<file path="src/rtl/bsfx_pkg.sv">
// bsfx_pkg: shared types and constants of the byte stuffing framer
// holds the register map, reset values, queue entry and sequencer phases
// no dependencies
package bsfx_pkg;

  localparam int unsigned BYTE_W   = 8;
  localparam int unsigned CFG_IDX_W = 3;

  // register indexes of the configuration port
  localparam logic [CFG_IDX_W-1:0] CFG_FLAG      = 3'd0;
  localparam logic [CFG_IDX_W-1:0] CFG_ESCAPE    = 3'd1;
  localparam logic [CFG_IDX_W-1:0] CFG_FLAG_SUB  = 3'd2;
  localparam logic [CFG_IDX_W-1:0] CFG_ESC_SUB   = 3'd3;
  localparam logic [CFG_IDX_W-1:0] CFG_ADDRESS   = 3'd4;
  localparam logic [CFG_IDX_W-1:0] CFG_CTRL_SEQ0 = 3'd5;
  localparam logic [CFG_IDX_W-1:0] CFG_CTRL_SEQ1 = 3'd6;

  localparam logic [BYTE_W-1:0] RST_FLAG      = 8'h7E;
  localparam logic [BYTE_W-1:0] RST_ESCAPE    = 8'h7D;
  localparam logic [BYTE_W-1:0] RST_FLAG_SUB  = 8'h5E;
  localparam logic [BYTE_W-1:0] RST_ESC_SUB   = 8'h5D;
  localparam logic [BYTE_W-1:0] RST_ADDRESS   = 8'h03;
  localparam logic [BYTE_W-1:0] RST_CTRL_SEQ0 = 8'h00;
  localparam logic [BYTE_W-1:0] RST_CTRL_SEQ1 = 8'h40;

  localparam logic [BYTE_W-1:0] CHECK_INIT = 8'hFF;

  typedef struct packed {
    logic [BYTE_W-1:0] flag_value;
    logic [BYTE_W-1:0] escape_value;
    logic [BYTE_W-1:0] flag_substitute;
    logic [BYTE_W-1:0] escape_substitute;
    logic [BYTE_W-1:0] address_value;
    logic [BYTE_W-1:0] control_seq_zero;
    logic [BYTE_W-1:0] control_seq_one;
  } bsfx_cfg_t;

  // one classified input word, as handed from front to back
  typedef struct packed {
    logic [BYTE_W-1:0] payload;
    logic [BYTE_W-1:0] check;
    logic              first;
    logic              last;
    logic              seq;
  } bsfx_job_t;

  typedef enum logic [3:0] {
    PH_FLAG,
    PH_ADDR,
    PH_CTRL,
    PH_HCS,
    PH_DATA,
    PH_DATA_SUB,
    PH_CHK,
    PH_CHK_SUB,
    PH_CLOSE
  } bsfx_phase_t;

endpackage

</file>
<file path="src/rtl/bsfx_if.sv">
// bsfx_if: valid/ready channel interfaces of the byte stuffing framer
// input channel carries payload words, output channel carries line bytes
// no dependencies
interface bsfx_in_if;
  logic       valid;
  logic       ready;
  logic [7:0] payload_byte;
  logic       first_byte;
  logic       last_byte;
  logic       sequence_bit;

  modport source (output valid, output payload_byte, output first_byte,
                  output last_byte, output sequence_bit, input ready);
  modport sink   (input valid, input payload_byte, input first_byte,
                  input last_byte, input sequence_bit, output ready);
endinterface

interface bsfx_out_if;
  logic       valid;
  logic       ready;
  logic [7:0] line_byte;
  logic       run_end;
  logic       frame_end;

  modport source (output valid, output line_byte, output run_end,
                  output frame_end, input ready);
  modport sink   (input valid, input line_byte, input run_end,
                  input frame_end, output ready);
endinterface

</file>
<file path="src/rtl/bsfx_front.sv">
// bsfx_front: accepts payload words and keeps the running payload check
// depends on bsfx_pkg and bsfx_in_if
module bsfx_front (
  input  logic              clk,
  input  logic              rst_n,
  bsfx_in_if.sink           in_ch,
  input  logic              q_full,
  output logic              q_push,
  output bsfx_pkg::bsfx_job_t q_job
);
  import bsfx_pkg::*;

  logic [BYTE_W-1:0] xor_r;
  logic [BYTE_W-1:0] xor_nxt;
  logic [BYTE_W-1:0] check;

  assign in_ch.ready = !q_full;
  assign q_push      = in_ch.valid && !q_full;

  // a first mark restarts the check, a last mark hands it over and rearms
  assign check   = (in_ch.first_byte ? CHECK_INIT : xor_r) ^ in_ch.payload_byte;
  assign xor_nxt = q_push ? (in_ch.last_byte ? CHECK_INIT : check) : xor_r;

  always_comb begin
    q_job.payload = in_ch.payload_byte;
    q_job.check   = check;
    q_job.first   = in_ch.first_byte;
    q_job.last    = in_ch.last_byte;
    q_job.seq     = in_ch.sequence_bit;
  end

  always_ff @(posedge clk) begin
    if (!rst_n) begin
      xor_r <= CHECK_INIT;
    end else begin
      xor_r <= xor_nxt;
    end
  end

endmodule

</file>
<file path="src/rtl/bsfx_queue.sv">
// bsfx_queue: small first-in first-out queue of classified words
// depends on bsfx_pkg
module bsfx_queue #(
  parameter int unsigned DEPTH = 4
) (
  input  logic                clk,
  input  logic                rst_n,
  input  logic                push,
  input  bsfx_pkg::bsfx_job_t push_job,
  input  logic                pop,
  output logic                full,
  output logic                not_empty,
  output bsfx_pkg::bsfx_job_t head_job
);
  import bsfx_pkg::*;

  localparam int unsigned PTR_W = (DEPTH > 1) ? $clog2(DEPTH) : 1;
  localparam int unsigned CNT_W = $clog2(DEPTH + 1);

  bsfx_job_t        mem_r [DEPTH];
  logic [PTR_W-1:0] wr_ptr_r, wr_ptr_nxt;
  logic [PTR_W-1:0] rd_ptr_r, rd_ptr_nxt;
  logic [CNT_W-1:0] count_r, count_nxt;
  logic             do_push, do_pop;

  assign full      = (count_r == CNT_W'(DEPTH));
  assign not_empty = (count_r != '0);
  assign head_job  = mem_r[rd_ptr_r];
  assign do_push   = push && !full;
  assign do_pop    = pop && not_empty;

  always_comb begin
    wr_ptr_nxt = wr_ptr_r;
    rd_ptr_nxt = rd_ptr_r;
    count_nxt  = count_r;
    if (do_push) begin
      wr_ptr_nxt = (wr_ptr_r == PTR_W'(DEPTH - 1)) ? '0 : wr_ptr_r + 1'b1;
    end
    if (do_pop) begin
      rd_ptr_nxt = (rd_ptr_r == PTR_W'(DEPTH - 1)) ? '0 : rd_ptr_r + 1'b1;
    end
    if (do_push && !do_pop) begin
      count_nxt = count_r + 1'b1;
    end else if (do_pop && !do_push) begin
      count_nxt = count_r - 1'b1;
    end
  end

  always_ff @(posedge clk) begin
    if (do_push) begin
      mem_r[wr_ptr_r] <= push_job;
    end
  end

  always_ff @(posedge clk) begin
    if (!rst_n) begin
      wr_ptr_r <= '0;
      rd_ptr_r <= '0;
      count_r  <= '0;
    end else begin
      wr_ptr_r <= wr_ptr_nxt;
      rd_ptr_r <= rd_ptr_nxt;
      count_r  <= count_nxt;
    end
  end

endmodule

</file>
<file path="src/rtl/bsfx_back.sv">
// bsfx_back: sequencer that expands one queued word into line bytes
// depends on bsfx_pkg and bsfx_out_if
module bsfx_back (
  input  logic                clk,
  input  logic                rst_n,
  input  bsfx_pkg::bsfx_cfg_t cfg,
  input  logic                q_not_empty,
  input  bsfx_pkg::bsfx_job_t q_head,
  output logic                q_pop,
  bsfx_out_if.source          out_ch
);
  import bsfx_pkg::*;

  bsfx_job_t         job_r, job_nxt;
  logic              job_valid_r, job_valid_nxt;
  bsfx_phase_t       phase_r, phase_nxt;

  logic              out_valid_r, out_valid_nxt;
  logic [BYTE_W-1:0] out_byte_r;
  logic              out_run_end_r;
  logic              out_frame_end_r;

  logic              out_free;
  logic              emit;
  logic [BYTE_W-1:0] ctrl;
  logic              data_hit, chk_hit;
  logic [BYTE_W-1:0] emit_byte;
  logic              emit_done;
  logic              emit_frame_end;
  bsfx_phase_t       step_phase;

  assign out_free = !out_valid_r || out_ch.ready;
  assign emit     = job_valid_r && out_free;
  assign ctrl     = job_r.seq ? cfg.control_seq_one : cfg.control_seq_zero;
  assign data_hit = (job_r.payload == cfg.escape_value) ||
                    (job_r.payload == cfg.flag_value);
  assign chk_hit  = (job_r.check == cfg.escape_value) ||
                    (job_r.check == cfg.flag_value);

  // outputs of the current phase
  always_comb begin
    emit_byte      = cfg.flag_value;
    emit_done      = 1'b0;
    emit_frame_end = 1'b0;
    case (phase_r)
      PH_FLAG:     emit_byte = cfg.flag_value;
      PH_ADDR:     emit_byte = cfg.address_value;
      PH_CTRL:     emit_byte = ctrl;
      PH_HCS:      emit_byte = cfg.address_value ^ ctrl;
      PH_DATA: begin
        emit_byte = data_hit ? cfg.escape_value : job_r.payload;
        emit_done = !data_hit && !job_r.last;
      end
      PH_DATA_SUB: begin
        // escape match wins over flag match
        emit_byte = (job_r.payload == cfg.escape_value) ?
                    cfg.escape_substitute : cfg.flag_substitute;
        emit_done = !job_r.last;
      end
      PH_CHK:      emit_byte = chk_hit ? cfg.escape_value : job_r.check;
      PH_CHK_SUB: begin
        emit_byte = (job_r.check == cfg.escape_value) ?
                    cfg.escape_substitute : cfg.flag_substitute;
      end
      PH_CLOSE: begin
        emit_byte      = cfg.flag_value;
        emit_done      = 1'b1;
        emit_frame_end = 1'b1;
      end
      default: begin
        emit_byte = cfg.flag_value;
      end
    endcase
  end

  // next state of the sequencer
  always_comb begin
    case (phase_r)
      PH_FLAG:     step_phase = PH_ADDR;
      PH_ADDR:     step_phase = PH_CTRL;
      PH_CTRL:     step_phase = PH_HCS;
      PH_HCS:      step_phase = PH_DATA;
      PH_DATA:     step_phase = data_hit ? PH_DATA_SUB : PH_CHK;
      PH_DATA_SUB: step_phase = PH_CHK;
      PH_CHK:      step_phase = chk_hit ? PH_CHK_SUB : PH_CLOSE;
      PH_CHK_SUB:  step_phase = PH_CLOSE;
      default:     step_phase = PH_CLOSE;
    endcase

    q_pop         = q_not_empty && (!job_valid_r || (emit && emit_done));
    job_nxt       = job_r;
    job_valid_nxt = job_valid_r;
    phase_nxt     = phase_r;
    if (q_pop) begin
      job_nxt       = q_head;
      job_valid_nxt = 1'b1;
      phase_nxt     = q_head.first ? PH_FLAG : PH_DATA;
    end else if (emit) begin
      job_valid_nxt = !emit_done;
      phase_nxt     = step_phase;
    end

    out_valid_nxt = emit ? 1'b1 : (out_valid_r && !out_ch.ready);
  end

  assign out_ch.valid     = out_valid_r;
  assign out_ch.line_byte = out_byte_r;
  assign out_ch.run_end   = out_run_end_r;
  assign out_ch.frame_end = out_frame_end_r;

  always_ff @(posedge clk) begin
    job_r <= job_nxt;
    if (emit) begin
      out_byte_r      <= emit_byte;
      out_run_end_r   <= emit_done;
      out_frame_end_r <= emit_frame_end;
    end
  end

  always_ff @(posedge clk) begin
    if (!rst_n) begin
      job_valid_r <= 1'b0;
      phase_r     <= PH_DATA;
      out_valid_r <= 1'b0;
    end else begin
      job_valid_r <= job_valid_nxt;
      phase_r     <= phase_nxt;
      out_valid_r <= out_valid_nxt;
    end
  end

endmodule

</file>
<file path="src/rtl/byte_stuffing_framer_xor_check_unit.sv">
// byte_stuffing_framer_xor_check_unit: framing transmitter top level
// depends on bsfx_pkg, bsfx_if, bsfx_front, bsfx_queue and bsfx_back
//
// Takes one payload word per handshake and emits the framed, byte-stuffed
// line stream one byte per cycle while out_ch is ready. A word costs 1 line
// byte, plus 4 header bytes with the first mark, plus 2 trailer bytes (check
// and closing flag) with the last mark, plus one byte for each stuffed
// payload or check byte; the back sequencer emits exactly one of these per
// cycle (one word a cycle for plain mid-frame bytes; stuffing lowers the
// rate). The front accepts a word every cycle while the QUEUE_DEPTH-entry
// queue has room; with the back idle, a word passes the queue and the job
// and output registers before its first line byte. The user must write the
// registers via cfg_we/cfg_index/cfg_wdata only while the block is idle,
// which it does not enforce; indexes past the register map are ignored.
module byte_stuffing_framer_xor_check_unit #(
  parameter int unsigned QUEUE_DEPTH = 4
) (
  input  logic                               clk,
  input  logic                               rst_n,
  bsfx_in_if.sink                            in_ch,
  bsfx_out_if.source                         out_ch,
  input  logic                               cfg_we,
  input  logic [bsfx_pkg::CFG_IDX_W-1:0]     cfg_index,
  input  logic [bsfx_pkg::BYTE_W-1:0]        cfg_wdata
);
  import bsfx_pkg::*;

  bsfx_cfg_t cfg_r, cfg_nxt;
  bsfx_job_t push_job, head_job;
  logic      q_push, q_pop, q_full, q_not_empty;

  always_comb begin
    cfg_nxt = cfg_r;
    if (cfg_we) begin
      case (cfg_index)
        CFG_FLAG:      cfg_nxt.flag_value        = cfg_wdata;
        CFG_ESCAPE:    cfg_nxt.escape_value      = cfg_wdata;
        CFG_FLAG_SUB:  cfg_nxt.flag_substitute   = cfg_wdata;
        CFG_ESC_SUB:   cfg_nxt.escape_substitute = cfg_wdata;
        CFG_ADDRESS:   cfg_nxt.address_value     = cfg_wdata;
        CFG_CTRL_SEQ0: cfg_nxt.control_seq_zero  = cfg_wdata;
        CFG_CTRL_SEQ1: cfg_nxt.control_seq_one   = cfg_wdata;
        default:       cfg_nxt = cfg_r;
      endcase
    end
  end

  always_ff @(posedge clk) begin
    if (!rst_n) begin
      cfg_r.flag_value        <= RST_FLAG;
      cfg_r.escape_value      <= RST_ESCAPE;
      cfg_r.flag_substitute   <= RST_FLAG_SUB;
      cfg_r.escape_substitute <= RST_ESC_SUB;
      cfg_r.address_value     <= RST_ADDRESS;
      cfg_r.control_seq_zero  <= RST_CTRL_SEQ0;
      cfg_r.control_seq_one   <= RST_CTRL_SEQ1;
    end else begin
      cfg_r <= cfg_nxt;
    end
  end

  bsfx_front u_front (
    .clk    (clk),
    .rst_n  (rst_n),
    .in_ch  (in_ch),
    .q_full (q_full),
    .q_push (q_push),
    .q_job  (push_job)
  );

  bsfx_queue #(
    .DEPTH (QUEUE_DEPTH)
  ) u_queue (
    .clk       (clk),
    .rst_n     (rst_n),
    .push      (q_push),
    .push_job  (push_job),
    .pop       (q_pop),
    .full      (q_full),
    .not_empty (q_not_empty),
    .head_job  (head_job)
  );

  bsfx_back u_back (
    .clk         (clk),
    .rst_n       (rst_n),
    .cfg         (cfg_r),
    .q_not_empty (q_not_empty),
    .q_head      (head_job),
    .q_pop       (q_pop),
    .out_ch      (out_ch)
  );

endmodule

</file>
<file path="src/flat_wrapper.sv">
// flat-port wrapper written by rule: the top's interface ports become plain ports
module byte_stuffing_framer_xor_check_unit_flat import bsfx_pkg::*;
#(
  parameter int unsigned QUEUE_DEPTH = 4
)
  (clk, rst_n, cfg_we, cfg_index, cfg_wdata, in_ch_valid, in_ch_payload_byte, in_ch_first_byte, in_ch_last_byte, in_ch_sequence_bit, in_ch_ready, out_ch_valid, out_ch_line_byte, out_ch_run_end, out_ch_frame_end, out_ch_ready);
  bsfx_in_if in_ch_i ();
  bsfx_out_if out_ch_i ();
  input  logic clk;
  input  logic rst_n;
  input  logic cfg_we;
  input  logic [bsfx_pkg::CFG_IDX_W-1:0] cfg_index;
  input  logic [bsfx_pkg::BYTE_W-1:0] cfg_wdata;
  input wire logic [$bits(in_ch_i.valid)-1:0] in_ch_valid;
  input wire logic [$bits(in_ch_i.payload_byte)-1:0] in_ch_payload_byte;
  input wire logic [$bits(in_ch_i.first_byte)-1:0] in_ch_first_byte;
  input wire logic [$bits(in_ch_i.last_byte)-1:0] in_ch_last_byte;
  input wire logic [$bits(in_ch_i.sequence_bit)-1:0] in_ch_sequence_bit;
  output wire logic [$bits(in_ch_i.ready)-1:0] in_ch_ready;
  output wire logic [$bits(out_ch_i.valid)-1:0] out_ch_valid;
  output wire logic [$bits(out_ch_i.line_byte)-1:0] out_ch_line_byte;
  output wire logic [$bits(out_ch_i.run_end)-1:0] out_ch_run_end;
  output wire logic [$bits(out_ch_i.frame_end)-1:0] out_ch_frame_end;
  input wire logic [$bits(out_ch_i.ready)-1:0] out_ch_ready;
  assign in_ch_i.valid = in_ch_valid;
  assign in_ch_i.payload_byte = in_ch_payload_byte;
  assign in_ch_i.first_byte = in_ch_first_byte;
  assign in_ch_i.last_byte = in_ch_last_byte;
  assign in_ch_i.sequence_bit = in_ch_sequence_bit;
  assign in_ch_ready = in_ch_i.ready;
  assign out_ch_valid = out_ch_i.valid;
  assign out_ch_line_byte = out_ch_i.line_byte;
  assign out_ch_run_end = out_ch_i.run_end;
  assign out_ch_frame_end = out_ch_i.frame_end;
  assign out_ch_i.ready = out_ch_ready;
  byte_stuffing_framer_xor_check_unit #(.QUEUE_DEPTH(QUEUE_DEPTH)) u_core (.clk(clk), .rst_n(rst_n), .in_ch(in_ch_i), .out_ch(out_ch_i), .cfg_we(cfg_we), .cfg_index(cfg_index), .cfg_wdata(cfg_wdata));
endmodule
</file>
<file path="config.mk">
export PLATFORM = sky130hd
export DESIGN_NAME = byte_stuffing_framer_xor_check_unit_flat
export DESIGN_NICKNAME = d
export VERILOG_FILES = /design/src/rtl/bsfx_pkg.sv /design/src/rtl/bsfx_if.sv /design/src/rtl/bsfx_front.sv /design/src/rtl/bsfx_queue.sv /design/src/rtl/bsfx_back.sv /design/src/rtl/byte_stuffing_framer_xor_check_unit.sv /design/src/flat_wrapper.sv
export SDC_FILE = /design/constraint.sdc
export NUM_CORES = 1
export LEC_CHECK = 0
export BUFFER_PORTS_ARGS = -buffer_cell sky130_fd_sc_hd__buf_2
export CELL_PAD_IN_SITES_DETAIL_PLACEMENT = 0
export CELL_PAD_IN_SITES_GLOBAL_PLACEMENT = 2
export CORE_MARGIN = 1
export CORE_UTILIZATION = 39
export DETAILED_ROUTE_END_ITERATION = 10
export PLACE_DENSITY_LB_ADDON = 0.1
export SYNTH_ARGS = -nofsm -noshare
export SYNTH_HDL_FRONTEND = slang
export SYNTH_HIERARCHICAL = 1
export SYNTH_SLANG_ARGS = --single-unit
</file>
<file path="constraint.sdc">
create_clock -name clk -period 3.25 [get_ports clk]
set_clock_uncertainty 0.1 [all_clocks]
set_input_delay 0.325 -clock clk [delete_from_list [all_inputs] [get_ports clk]]
set_output_delay 0.325 -clock clk [all_outputs]
set_load 0.01 [all_outputs]
</file>
[Word-level counts from Yosys, hierarchy flattened]
Memories as Yosys holds them, arrays and structs flattened. A register that Yosys moved wholly into a read port is not among the register bits.
Index checks and enable logic that the tools add are counted.
Storage, ports and cells
  register bits: 105
  RAM bits: 76
  input port bits: 27
  output and inout bits: 12
  logic and storage cells: 111
  memories: 1
Cells by class
  add/sub/neg operators: 4
  equality and inequality tests: 21
  muxes and demuxes: 27
  bitwise logic cells: 2
  reduce and logical (&&, ||, !) cells: 35
Memories
  u_core.u_queue.mem_r: depth 4, bits a word 19, read ports 1, clocked after Yosys merged registers in 1, write ports 1, RTL line bsfx_queue.sv:20  | bsfx_job_t mem_r [DEPTH];
Operators with widths (count)
  $mux W8: 7
  $pmux W8 S7: 1
  $eq A8 B8 Y1: 4
  $pmux W4 S7: 1
  $eq A4 B3 Y1 const B: 4
  $xor A8 B8 Y8: 2
  $reduce_and A2 Y1: 7
  $eq A3 B3 Y1 const B: 4
  $mux W4: 3
  $logic_and A1 B1 Y1: 10
  $mux W2: 5
  $logic_not A1 Y1: 9
  $mux W3: 3
  $eq A4 B2 Y1 const B: 2
  $eq A3 B2 Y1 const B: 2
  $mux W1: 6
  $add A2 B1 Y2 const B: 2
  $eq A2 B2 Y1 const B: 2
  $eq A4 B1 Y1 const B: 1
  $eq A4 B4 Y1 const B: 1
  $logic_not A4 Y1: 1
  $logic_or A1 B1 Y1: 4
  $reduce_bool A2 Y1: 2
  $add A3 B1 Y3 const B: 1
  other kinds (5): 5

[Logic depth before layout (Yosys ltp)]
  depth in word-level cells: 12
  gate-level depth with buffers: 13
  gate-level depth less buffers: 12

[By module]
The synthesis kept the hierarchy.
Modules (own cells, without submodules)
  bsfx_queue: times used 1, cells each 150, area each 3266.9 µm², seq. area each 2462.4 µm²
  bsfx_back: times used 1, cells each 258, area each 2552.4 µm², seq. area each 960.9 µm²
  byte_stuffing_framer_xor_check_unit: times used 1, cells each 207, area each 2187.1 µm², seq. area each 1121.1 µm²
  bsfx_front: times used 1, cells each 49, area each 479.2 µm², seq. area each 160.2 µm²

[Worst setup path before layout]
Ideal clock, no wire load.
  path kind: register to register
  start: register u_core/u_back/job_r[18] in the netlist's numbering
  end: register u_core.u_queue.count_r[2]
  library setup time: 0.076 ns
  arrival: 3.278 ns
  data required time: 3.074 ns
  path slack: -0.204 ns
  cell stages (with the launch flop): 14
  buffers on the path: 1
  period minus slack after synthesis: 3.454 ns
  cells stage by stage: edfxtp_1 > xor2_1 > nor4_2 > a22oi_1 > buf_6 > a21o_1 > and3_1 > o31ai_1 > ha_1 > inv_1 > fa_1 > xor2_1 > or3_1 > a21boi_0
Between the ends
  word-level cells in the longest chain between the ends: 12
  elaborated cells between the ends (all ways): 15
  those cells by class: eq/ne (2); mux (2); reduce/logical (11)
Ends and longest elaborated chain
  start: declaration: RTL line bsfx_back.sv:14  | bsfx_job_t job_r, job_nxt;
  start signal: assignment: RTL line bsfx_back.sv:112  | job_r <= job_nxt;
  $eq A8 B8 Y1 (on tied branches): RTL line bsfx_back.sv:35, bsfx_back.sv:36
  $logic_or A1 B1 Y1 (*): RTL line bsfx_back.sv:35  | assign data_hit = (job_r.payload == cfg.escape_value) ||
  $logic_not A1 Y1 (*): RTL line bsfx_back.sv:52  | emit_done = !data_hit && !job_r.last;
  $logic_and A1 B1 Y1 (*): RTL line bsfx_back.sv:52
  $pmux W1 S3 (*): RTL line bsfx_back.sv:45  | case (phase_r)
  $logic_and A1 B1 Y1 (*): RTL line bsfx_back.sv:90  | q_pop = q_not_empty && (!job_valid_r || (emit && emit_done));
  $logic_or A1 B1 Y1 (*): RTL line bsfx_back.sv:90
  $logic_and A1 B1 Y1 (*): RTL line bsfx_back.sv:90
  via u_core.q_pop: RTL line byte_stuffing_framer_xor_check_unit.sv:30  | logic q_push, q_pop, q_full, q_not_empty;
  $logic_and A1 B1 Y1 (*): RTL line bsfx_queue.sv:30  | assign do_pop = pop && not_empty;
  $logic_not A1 Y1: RTL line bsfx_queue.sv:42  | if (do_push && !do_pop) begin
  $logic_and A1 B1 Y1: RTL line bsfx_queue.sv:42
  $mux W3 or $reduce_bool A2 Y1 (tied branches)
  end signal: assignment: RTL line bsfx_queue.sv:63  | count_r <= count_nxt;
  end: declaration: RTL line bsfx_queue.sv:23  | logic [CNT_W-1:0] count_r, count_nxt;
The timed path passes the listed nets; every way through them passes the cells marked *.
A chain may end at the register's enable or synchronous reset.

[Final worst setup path]
  start: register u_core/u_back/job_r[13] in the netlist's numbering
  end: register u_core.u_queue.count_r[2]
Same word-level chain as after synthesis.

==> impl_metrics.env <==
export IMPL_multi_input_area_um2=3480
export IMPL_finalSetupViolations=0
export IMPL_syn_avg_cell_area_um2=12.8
export IMPL_worstMarginPinSlew_ns=0.923
export IMPL_rows=53
export IMPL_cts_max_level=4
export IMPL_initial_core_util_pct=40.1
export IMPL_critPathMaxFanout=3
export IMPL_grt_use_total_pct=18.1
export IMPL_grt_pass1_wl_um=30000
export IMPL_dr_pass1_iters=4
export IMPL_min_path_type="in2reg"
export IMPL_avgRoutedWirePerCell_um=19.5
export IMPL_nNetsFinal=732
export IMPL_critPathLaunch="u_core/u_back/job_r[13]"
export IMPL_drc=0
export IMPL_drv_cap=0
export IMPL_report_final_slew_viol_count=0
export IMPL_final_util_pct=45.2
export IMPL_cts_made_buffers=17
export IMPL_clockBufferDepth=2
export IMPL_dieArea_um2=22400
export IMPL_synth_ff_type="edfxtp_1"
export IMPL_antennaDiodeCount=0
export IMPL_synth_area_leaders="edfxtp_1 (37%), dfxtp_1 (19%), mux2i_1 (8.8%), xor2_1 (3.4%), mux4_1 (2.8%)"
export IMPL_yosysSeqAreaShare_pct=55.4
export IMPL_antenna_found_initial=0
export IMPL_die_y_um=150
export IMPL_yosysMostFrequentCell="edfxtp_1"
export IMPL_critPathMaxStageDelay_ns=0.44
export IMPL_io_buffer_count=38
export IMPL_io_pins=39
export IMPL_vias=5308
export IMPL_vdd_drop_max_mv=0.370
export IMPL_arrival_ns=3.38
export IMPL_synthCells=664
export IMPL_ys_warn_count=6
export IMPL_hpwl_um=13700
export IMPL_core_area_um2=21200
export IMPL_min_delay_start="in_ch_payload_byte[1]"
export IMPL_ys_ff_latch=183
export IMPL_cp_common_cell="xor2_1"
export IMPL_synthesis_area_um2=8490
export IMPL_syn2layout_area_growth_pct=12.6
export IMPL_synth_top_area_cell="edfxtp_1"
export IMPL_cp_cell_sequence="xor2_1, nor4_2, buf_4, a22oi_2, a21o_1, and3_4, o31ai_1, ha_2, inv_1, fa_1, xor2_1, or3_1, a21boi_0"
export IMPL_layout_filler_cells=1910
export IMPL_required_ns=3.50
export IMPL_grt_pass1_vias=5464
export IMPL_outcome="finished clean"
export IMPL_totalWireLength_um=19200
export IMPL_viasPerCell=5.38
export IMPL_synthTopCellsByCount="edfxtp_1 (104), dfxtp_1 (79), mux2i_1 (75)"
export IMPL_drt_antenna_violating_nets=0
export IMPL_finalCritPeriodShare_pct=96.4
export IMPL_whs_ns=0.0354
export IMPL_place_congestion=0.836
export IMPL_slew_limit_headroom_pct=38.4
export IMPL_cts_sinks=183
export IMPL_synthesis_nets=698
export IMPL_power_leakage_uw=0.00370
export IMPL_regArea_um2=4700
export IMPL_drt_initial_drc_count=244
export IMPL_synthArstFlopShare_pct=0
export IMPL_startpoint_type="flip-flop"
export IMPL_timing_rr_start="u_core/u_back/job_r[13]"
export IMPL_power_density_nw_per_um2=778
export IMPL_cts_tree="built"
export IMPL_synth_edff_count=104
export IMPL_die_w_um=150
export IMPL_slowest_stage="edfxtp_1"
export IMPL_period_minus_slack_ns=3.13
export IMPL_clk_pin_slew_ns=0.07
export IMPL_grt_max_degree=40
export IMPL_grt_ovfl_total=0
export IMPL_clock_fmax_mhz=319
export IMPL_drive_gt1_share_pct=17.0
export IMPL_cts_root_buf="clkbuf_16"
export IMPL_hold_violations=0
export IMPL_critPathCaptureType="flip-flop"
export IMPL_clkLatencyLatePin_ns=0.42
export IMPL_synth_top_area_share_pct=36.8
export IMPL_synth_cell_type_count=56
export IMPL_critical_path_class="reg2reg"
## cell type report
type	count	area share [%]
Inverter	12	0.471
Multi-Input combinational cell	423	36.4
Sequential cell	183	49.2
Timing Repair Buffer	61	3.82
Clock inverter	14	1.96
Tap cell	275	3.60
Clock buffer	18	4.49
## cell families after synthesis
family / share of synthesized area [%]
flip-flops: 55.4
AND/OR/NAND/NOR: 11.4
multiplexers: 16.4
AO/OA/AOI/OAI: 7.58
buffers and inverters: 3.76
XOR/XNOR: 4.34
adder cells (fa/ha/maj): 1.12
## worst paths after layout
path                                       to  slack, ns  cells after the start
setup / recovery    u_core/u_queue/count_r[2]       0.12                     13
hold / removal    u_core/u_queue/mem_r[2][12]       0.04                      1
setup reg to reg    u_core/u_queue/count_r[2]       0.12                     13
hold reg to reg               u_core/cfg_r[0]       0.36                      2
## cell usage in the layout, fill, tap and decap left out, drive strengths merged, types with 3 or more instances in the layout
master,n
a21oi,5
a22o,8
a31oi,10
and2,6
and3,9
buf,60
clkbuf,18
clkinv,6
dfxtp,79
edfxtp,104
ha,6
inv,18
mux2,16
mux2i,75
mux4,19
nand2,53
nand2b,11
nand3,6
nand4b,3
nor2,25
nor2b,38
nor3,3
nor4,9
o21ai,30
o22a,8
o2bb2ai,8
o32a,8
xnor2,9
xor2,33
## worst max-delay path: cells and delay by family, from the launching register on
| family | cells | cell delay (ns) |
|---|---|---|
| simple gates | 3 | 0.75 |
| buf+inv | 2 | 0.22 |
| fa+ha+maj | 2 | 0.62 |
| compound gates | 4 | 0.55 |
| flops | 1 | 0.44 |
| xor+xnor | 2 | 0.38 |
## registers in the layout, summed over array words and instances, names as in the netlist, 2 cells and up, named ones only
name / flops
u_core/cfg_r: 56
u_core/u_queue/mem_r: 76
u_core/u_queue/count_r: 3
u_core/u_back/out_ch.line_byte: 8
u_core/u_queue/rd_ptr_r: 2
u_core/u_back/phase_r: 4
u_core/u_back/job_r: 18
u_core/u_front/xor_r: 8
u_core/u_queue/wr_ptr_r: 2
## metal layers
| layer | routed length (µm) | GRT usage [%] | vias up |
|---|---|---|---|
| met3 | 659 | 3.35 | 23 |
| li1 | - | - | 2513 |
| met1 | 8510 | 22.0 | 2674 |
| met2 | 9470 | 31.3 | 98 |
| met5 | 0 | 0 | - |
| met4 | 571 | 8.01 | 0 |
## power by group
part | switching [µW] | leakage, µW | internal [µW]
Combinational | 1140 | 0.00180 | 899
Clock | 990 | 0.000295 | 1110
Sequential | 316 | 0.00161 | 2970
Total | 2450 | 0.00370 | 4980
## timing repair
item / in CTS / in global routing
gates resized for setup: 0 / 3
setup endpoints to repair: 0 / 1
hold buffers: 1 / 0
hold endpoints to repair: 4 / 0
setup buffers: 0 / 1
## per-stage QoR
| step | std cells | setup WS (ns) | area (µm²) | power [µW] | setup TNS (ns) |
|---|---|---|---|---|---|
| detailed placement | 952 | 0.0638 | 8910 | 5380 | 0 |
| floorplan | 664 | 0.0133 | 8490 | 4660 | 0 |
| CTS | 985 | 0.0316 | 9540 | 7510 | 0 |
| global placement | 952 | 0.0738 | 8910 | 5360 | 0 |
| finish | 986 | 0.116 | 9560 | 7430 | 0 |
| global route | 986 | -0.0233 | 9560 | 7810 | -0.0233 |
(Power assumes the default switching activity.)
